### src/qnao_pkg.sv
`timescale 1ns / 1ps

package qnao_pkg;

	localparam int NUM_CFG   = 8;
	localparam int CFG_IDX_W = 4;

	typedef logic [2:0] reg_idx_t;

	localparam reg_idx_t REG_K     = 3'd0;
	localparam reg_idx_t REG_VR    = 3'd1;
	localparam reg_idx_t REG_VT    = 3'd2;
	localparam reg_idx_t REG_VPEAK = 3'd3;
	localparam reg_idx_t REG_A     = 3'd4;
	localparam reg_idx_t REG_B     = 3'd5;
	localparam reg_idx_t REG_C     = 3'd6;
	localparam reg_idx_t REG_D     = 3'd7;

	localparam logic signed [31:0] CFG_RESET [NUM_CFG] = '{
		32'sd45875, -32'sd3932160, -32'sd2621440, 32'sd2293760,
		32'sd1966, -32'sd131072, -32'sd3276800, 32'sd6553600
	};

	// Euler's number in Q2.30, summed from truncated Taylor terms.
	localparam logic [63:0] E_Q30 = 64'd2918732883;

	// Width of the Euler drive term and of the divider that scales it.
	localparam int DRV_W     = 36;
	localparam int DIV_BITS  = 4;
	localparam int DIV_STEPS = DRV_W / DIV_BITS;
	localparam int DIV_CW    = $clog2(DIV_STEPS + 1);

	// Spike history bits summed per cycle.
	localparam int CHUNK   = 8;
	localparam int CHUNK_W = 3;

	typedef logic [2:0] op_t;

	localparam op_t OP_NONE  = 3'd0;
	localparam op_t OP_DRDT  = 3'd1;
	localparam op_t OP_KQ    = 3'd2;
	localparam op_t OP_BDR   = 3'd3;
	localparam op_t OP_INNER = 3'd4;
	localparam op_t OP_AIN   = 3'd5;
	localparam op_t OP_UN    = 3'd6;

	typedef struct packed {
		logic load;
		op_t  op;
		logic commit;
	} cmd_t;

	typedef struct packed {
		logic div_busy;
		logic acc_busy;
	} status_t;

	localparam logic signed [63:0] S32_MAX = 64'sh0000_0000_7FFF_FFFF;
	localparam logic signed [63:0] S32_MIN = 64'shFFFF_FFFF_8000_0000;

	function automatic logic signed [31:0] sat32(input logic signed [63:0] x);
		logic signed [31:0] r;
		if (x > S32_MAX) begin
			r = 32'sh7FFF_FFFF;
		end else if (x < S32_MIN) begin
			r = 32'sh8000_0000;
		end else begin
			r = x[31:0];
		end
		return r;
	endfunction

	// Q15.16 product: floor shift by 16, then saturate.
	function automatic logic signed [31:0] qfix(input logic signed [63:0] p);
		logic signed [63:0] s;
		s = p >>> 16;
		return sat32(s);
	endfunction

endpackage

### src/qnao_ctrl.sv
`timescale 1ns / 1ps

module qnao_ctrl (
	input  logic              clk,
	input  logic              arst_n,
	input  logic              s_tvalid,
	output logic              s_tready,
	output logic              m_tvalid,
	input  logic              m_tready,
	input  qnao_pkg::status_t status,
	output qnao_pkg::cmd_t    cmd
);
	import qnao_pkg::*;

	localparam logic [1:0] ST_IDLE = 2'd0;
	localparam logic [1:0] ST_MUL  = 2'd1;
	localparam logic [1:0] ST_WAIT = 2'd2;

	logic [1:0] state_q;
	op_t        op_q;
	logic       out_valid_q;

	assign s_tready = (state_q == ST_IDLE);
	assign m_tvalid = out_valid_q;

	always_comb begin
		cmd.load   = s_tvalid && s_tready;
		cmd.op     = (state_q == ST_MUL) ? op_q : OP_NONE;
		cmd.commit = (state_q == ST_WAIT) && !status.div_busy && !status.acc_busy &&
			(!out_valid_q || m_tready);
	end

	always_ff @(posedge clk or negedge arst_n) begin
		if (!arst_n) begin
			state_q     <= ST_IDLE;
			op_q        <= OP_NONE;
			out_valid_q <= 1'b0;
		end else begin
			unique case (state_q)
				ST_IDLE: begin
					if (cmd.load) begin
						state_q <= ST_MUL;
						op_q    <= OP_DRDT;
					end
				end
				ST_MUL: begin
					if (op_q == OP_UN) begin
						state_q <= ST_WAIT;
						op_q    <= OP_NONE;
					end else begin
						op_q <= op_q + 3'd1;
					end
				end
				ST_WAIT: begin
					if (cmd.commit) begin
						state_q <= ST_IDLE;
					end
				end
				default: begin
					state_q <= ST_IDLE;
					op_q    <= OP_NONE;
				end
			endcase
			if (cmd.commit) begin
				out_valid_q <= 1'b1;
			end else if (m_tready) begin
				out_valid_q <= 1'b0;
			end
		end
	end

	a_load_starts_sum: assert property (@(posedge clk) disable iff (!arst_n)
		cmd.load |=> status.acc_busy)
		else $error("alpha sum did not start after a transaction was accepted");

	a_commit_result: assert property (@(posedge clk) disable iff (!arst_n)
		cmd.commit |=> m_tvalid && s_tready)
		else $error("commit did not present a result and return to idle");

	a_idle_no_divide: assert property (@(posedge clk) disable iff (!arst_n)
		s_tready |-> !status.div_busy)
		else $error("divider busy while the block is idle");

	a_divider_start: assert property (@(posedge clk) disable iff (!arst_n)
		(cmd.op == OP_INNER) |=> status.div_busy)
		else $error("divider did not start on schedule");

endmodule

### config.mk
export PLATFORM = sky130hd
export DESIGN_NAME = qnao_ctrl
export DESIGN_NICKNAME = d
export VERILOG_FILES = /design/src/qnao_pkg.sv /design/src/qnao_ctrl.sv
export SDC_FILE = /design/constraint.sdc
export NUM_CORES = 1
export LEC_CHECK = 0
export ABC_AREA = 0
export BUFFER_PORTS_ARGS = -buffer_cell sky130_fd_sc_hd__buf_4
export CORE_AREA = 2 2 39 41
export DETAILED_ROUTE_END_ITERATION = 8
export DIE_AREA = 0 0 41 43
export PLACE_DENSITY = 0.52
export SYNTH_ARGS = -nofsm -noshare
export SYNTH_HDL_FRONTEND = slang
export SYNTH_SLANG_ARGS = --single-unit
### constraint.sdc
create_clock -name clk -period 3 [get_ports clk]
set_input_delay 0.3 -clock clk [delete_from_list [all_inputs] [get_ports clk]]
set_output_delay 0.3 -clock clk [all_outputs]
set_load 0.005 [all_outputs]
Word level (Yosys, flattened, before mapping) --
Cells that the tools add are included.
Operators by class: reduce and logical (&&, ||, !) cells 12, equality and inequality tests 6, add/sub/neg operators 1, muxes and demuxes 10, bitwise operators 1
Operators with widths (count):
- two-way mux 3 bit | 3
- one-hot mux 3 bit (3 select lines) | 1
- two-way mux 2 bit | 3
- one-hot mux 2 bit (3 select lines) | 1
- logical AND 1 bit | 4
- inequality test 2 x 1 -> 1 bit (second input constant) | 2
- adder 3 x 1 -> 3 bit (second input constant) | 1
- == test 3 bit (second input constant) | 1
- zero test 1 bit | 3
- AND reduction 3 bit | 1
- == test 2 x 1 -> 1 bit (second input constant) | 1
- == test 2 bit (second input constant) | 1
- zero test 2 bit | 1
- two-way mux 1 bit | 2
- inequality test 2 bit (second input constant) | 1
- AND reduction 2 bit | 1
- nonzero test 2 bit | 1
- logical OR 1 bit | 1
- inverter 1 bit | 1
Word-level totals: flip-flop bits (word level) 6, logic and storage cells 33, input port bits 6, output and inout bits 7

Depth between registers and ports, before layout --
depth in word-level cells 6, depth in mapped cells 4, depth with buffers taken out 3

Worst setup path after synthesis --
OpenSTA, ideal clock, no wires.
path type register to output, from reg state_q[0], to out cmd[1] (netlist bit), required time 2.700 ns, buffers on the path 1, path slack 1.863 ns, cell stages (with the launch flop) 4, arrival time 0.837 ns, cells stage by stage dfrtp_1 > buf_2 > and2b_1 > and2_1
RTL lines:
- start, declared | line qnao_ctrl.sv:19 | logic [1:0] state_q;
- start signal, assigned | line qnao_ctrl.sv:35 | state_q <= ST_IDLE;
- start signal, assigned | line qnao_ctrl.sv:42 | state_q <= ST_MUL;
- start signal, assigned | line qnao_ctrl.sv:48 | state_q <= ST_WAIT;
- end, declared | line qnao_ctrl.sv:11 | output qnao_pkg::cmd_t cmd

==> impl_metrics.toml <==
[sta]
setup_viol = 0
setup_slack_ps = 1470
rsz0062_at_grt = "false"
finalHoldViolCount = 0
period_share = 0.511
finalSetupTns_ps = 0
slew_viol_final = 0
tightest_slew_ps = 257
finClkSkew_ps = 1.49
max_freq_mhz = 652
relSlewSlack = 0.829
finalCriticalPeriod_ps = 1530

[global_route]
grt_pass1_vias = 281
grt_overflow = 0
grt_pass1_wl_um = 1240
globalRouteTotalUtil = 0.111
antenna_found_initial = 0
grt_max_degree = 11

[detailed_routing]
vias = 324
drt-pass1-iter-count = 4
ant_nets = 0
vias_per_cell = 4.63
drc = 0
routed_wl_um = 723
initialDrtViolationCount = 10
wl_per_cell_um = 10.3

[clock_network]
cts_max_level = 1
cts_buffer_depth = 2
post-cts-setup-buffers = 0
clkLatencyLatePin_ps = 240
cts_sinks = 6
cts.clk_slew.worst_paths_ps = 50
cts_tree = "built"
root_buffer = "clkbuf_4"
cts_buffers = 3

[logic_synthesis]
synth_enable_flop_cells = 0
yosysMostFrequentCell = "nor2_1"
async_flop_share = 1.00
synth-seq-area-share = 0.451
synth_common_cells = "nor2_1, dfrtp_1, nand2_1"
synth.area.top_cells = "dfrtp_1, nor2_1, and2_1"
synthMuxAreaShare = 0
synth-simple-area-share = 0.368
synthXorXnorAreaFrac = 0
synth_compound_area_frac = 0.143
syn_nets = 45
synthAdderAreaFrac = 0
yosys.area.top_type_share = 0.451
synth_top_family_by_area = "simple AND/OR/NAND/NOR gates"
netlist_instances = 39
synthFlopType = "dfrtp_1"
yosysWarnings = 0
ys_ff_latch = 6
syn_area_per_cell_sq_um = 8.53
synth_cell_types = 20
mappedNetlistArea_sq_um = 333
synth_largest_area_cell = "dfrtp_1"

[critical_path]
cp_max_fo = 10
end_kind = "output port"
path_cells = "and2b_1 > and2_1 > buf_4"
crit_path_top_delay_cell = "dfrtp_1"
critPathKind = "flop to output port"
critical_path_arrival_ps = 1230
max_stage_delay_ps = 460
start_kind = "flop"
critPathRequiredTime_ps = 2700

[placed_design]
pre_cts_ws_ps = 1730
dp_hpwl_um = 551
port_buffers = 12
dpl_cell_area_sq_um = 438
gp_congestion = 0.670

[finish]
fill_cells = 154
nets = 62
antenna_cells = 0
final_core_util = 0.340
synthToLayoutAreaGrowth_pct = 41.4
register_area_sq_um = 150
drive_above_1_share = 0.278
multi_input_area_sq_um = 170
final_area_sq_um = 470

[die]
initial_core_util = 0.241
die_y_um = 43
design.portCount = 13
fp.coreArea_sq_um = 1380
die_area_sq_um = 1760
rows = 14
die_x_um = 41

[pwr]
p_comb_frac = 0.436
seqPwrFrac = 0.376
ir_drop_uv = 224
power_uw = 404
p_sw_uw = 147
pwr-share-clk = 0.188
power_density_nw_per_um2 = 858
p_leak_nw = 0.232
internal-power_uw = 256
swShare = 0.365

[worst_hold_path]
hold_class = "primary input to flop"

[status]
run_status = "finished clean"

[job]
maxCapViolCount = 0
layout make-up:
cell class              count  area share
inverters                   2      0.0160
well taps                  16      0.0426
clock buffers               3      0.0479
repair buffers             13       0.213
multi-input cells          30       0.362
flip-flops and latches      6       0.319
sequential cells by signal, indices dropped and copies added, names as in the netlist:
signal and flops:
m_tvalid 1, state_q 2, op_q 3
timing repair:
item,CTS,global route
gates resized for setup,0,0
hold buffers,1,0
hold endpoints to repair,6,0
stage by stage:
step                      hold slack (ps)  instances
after floorplan                      4.41         39
after global placement                115         66
final                                 242         70
after detailed placement              113         66
after global routing                  232         70
after CTS                             235         70
power by group through the flow:
stage          clock (mW)  combinational (mW)  sequential (mW)
2_1_floorplan           0               0.121            0.132
3_3_place_gp            0               0.175            0.151
3_5_place_dp            0               0.177            0.153
4_1_cts            0.0801               0.178            0.151
5_1_grt            0.0836               0.201            0.159
6_report           0.0757               0.176            0.152
path summary, 6_finish.rpt:
kind | startpoint | end | slack [ps] | cells after the start
worst max-delay path | state_q[0]$_DFFE_PN0P_ | cmd[3] | 1470 | 3
worst min-delay path | status[0] | m_tvalid$_DFFE_PN0P_ | 240 | 2
worst max register to register | state_q[0]$_DFFE_PN0P_ | op_q[2]$_DFFE_PN0P_ | 1990 | 3
worst min register to register | state_q[1]$_DFFE_PN0P_ | state_q[0]$_DFFE_PN0P_ | 530 | 1
max in group asynchronous | arst_n | state_q[0]$_DFFE_PN0P_ | 2480 | 2
min in group asynchronous | arst_n | op_q[0]$_DFFE_PN0P_ | 400 | 2
kinds of logic (layout without fill, tap and decap cells):
kind of cell | Yosys count | after routing
buffers and inverters | 3 | 18
AOI/OAI and AO/OA | 7 | 7
DFF | 6 | 6
and+or+nand+nor | 23 | 23
critical path, delay by kind of cell (launching register included):
kind                   cells  cell delay (ps)
and+or+nand+nor            2              400
buffers and inverters      1              130
DFF                        1              460
routing by layer:
layer / GRT usage / wire length (um) / vias up
li1: - / - / 165
met1: 0.127 / 298 / 149
met2: 0.147 / 388 / 8
met3: 0.0471 / 26 / 2
met4: 0.100 / 10 / 0
met5: 0 / 0 / -
layout by cell type (no fill, tap or decap):
cell type | synthesis | routed
a21oi_1 | 2 | 2
a21o_1 | 1 | 1
and2b_1 | 1 | 1
dfrtp_1 | 6 | 6
clkbuf_4 | 0 | 3
a211oi_1 | 1 | 1
and2_1 | 3 | 3
buf_4 | 0 | 12
nor2_1 | 7 | 7
o31ai_1 | 1 | 1
dlygate4sd3_1 | 0 | 1
nand2b_1 | 2 | 2
or3b_1 | 1 | 1
o22ai_1 | 1 | 1
nor3b_1 | 1 | 1
nand3_1 | 1 | 1
nand2_1 | 4 | 4
nand4_1 | 1 | 1
nor2b_1 | 1 | 1
o32ai_1 | 1 | 1
inv_1 | 2 | 2
nand4b_1 | 1 | 1
Power figures use the tool's default switching activity.
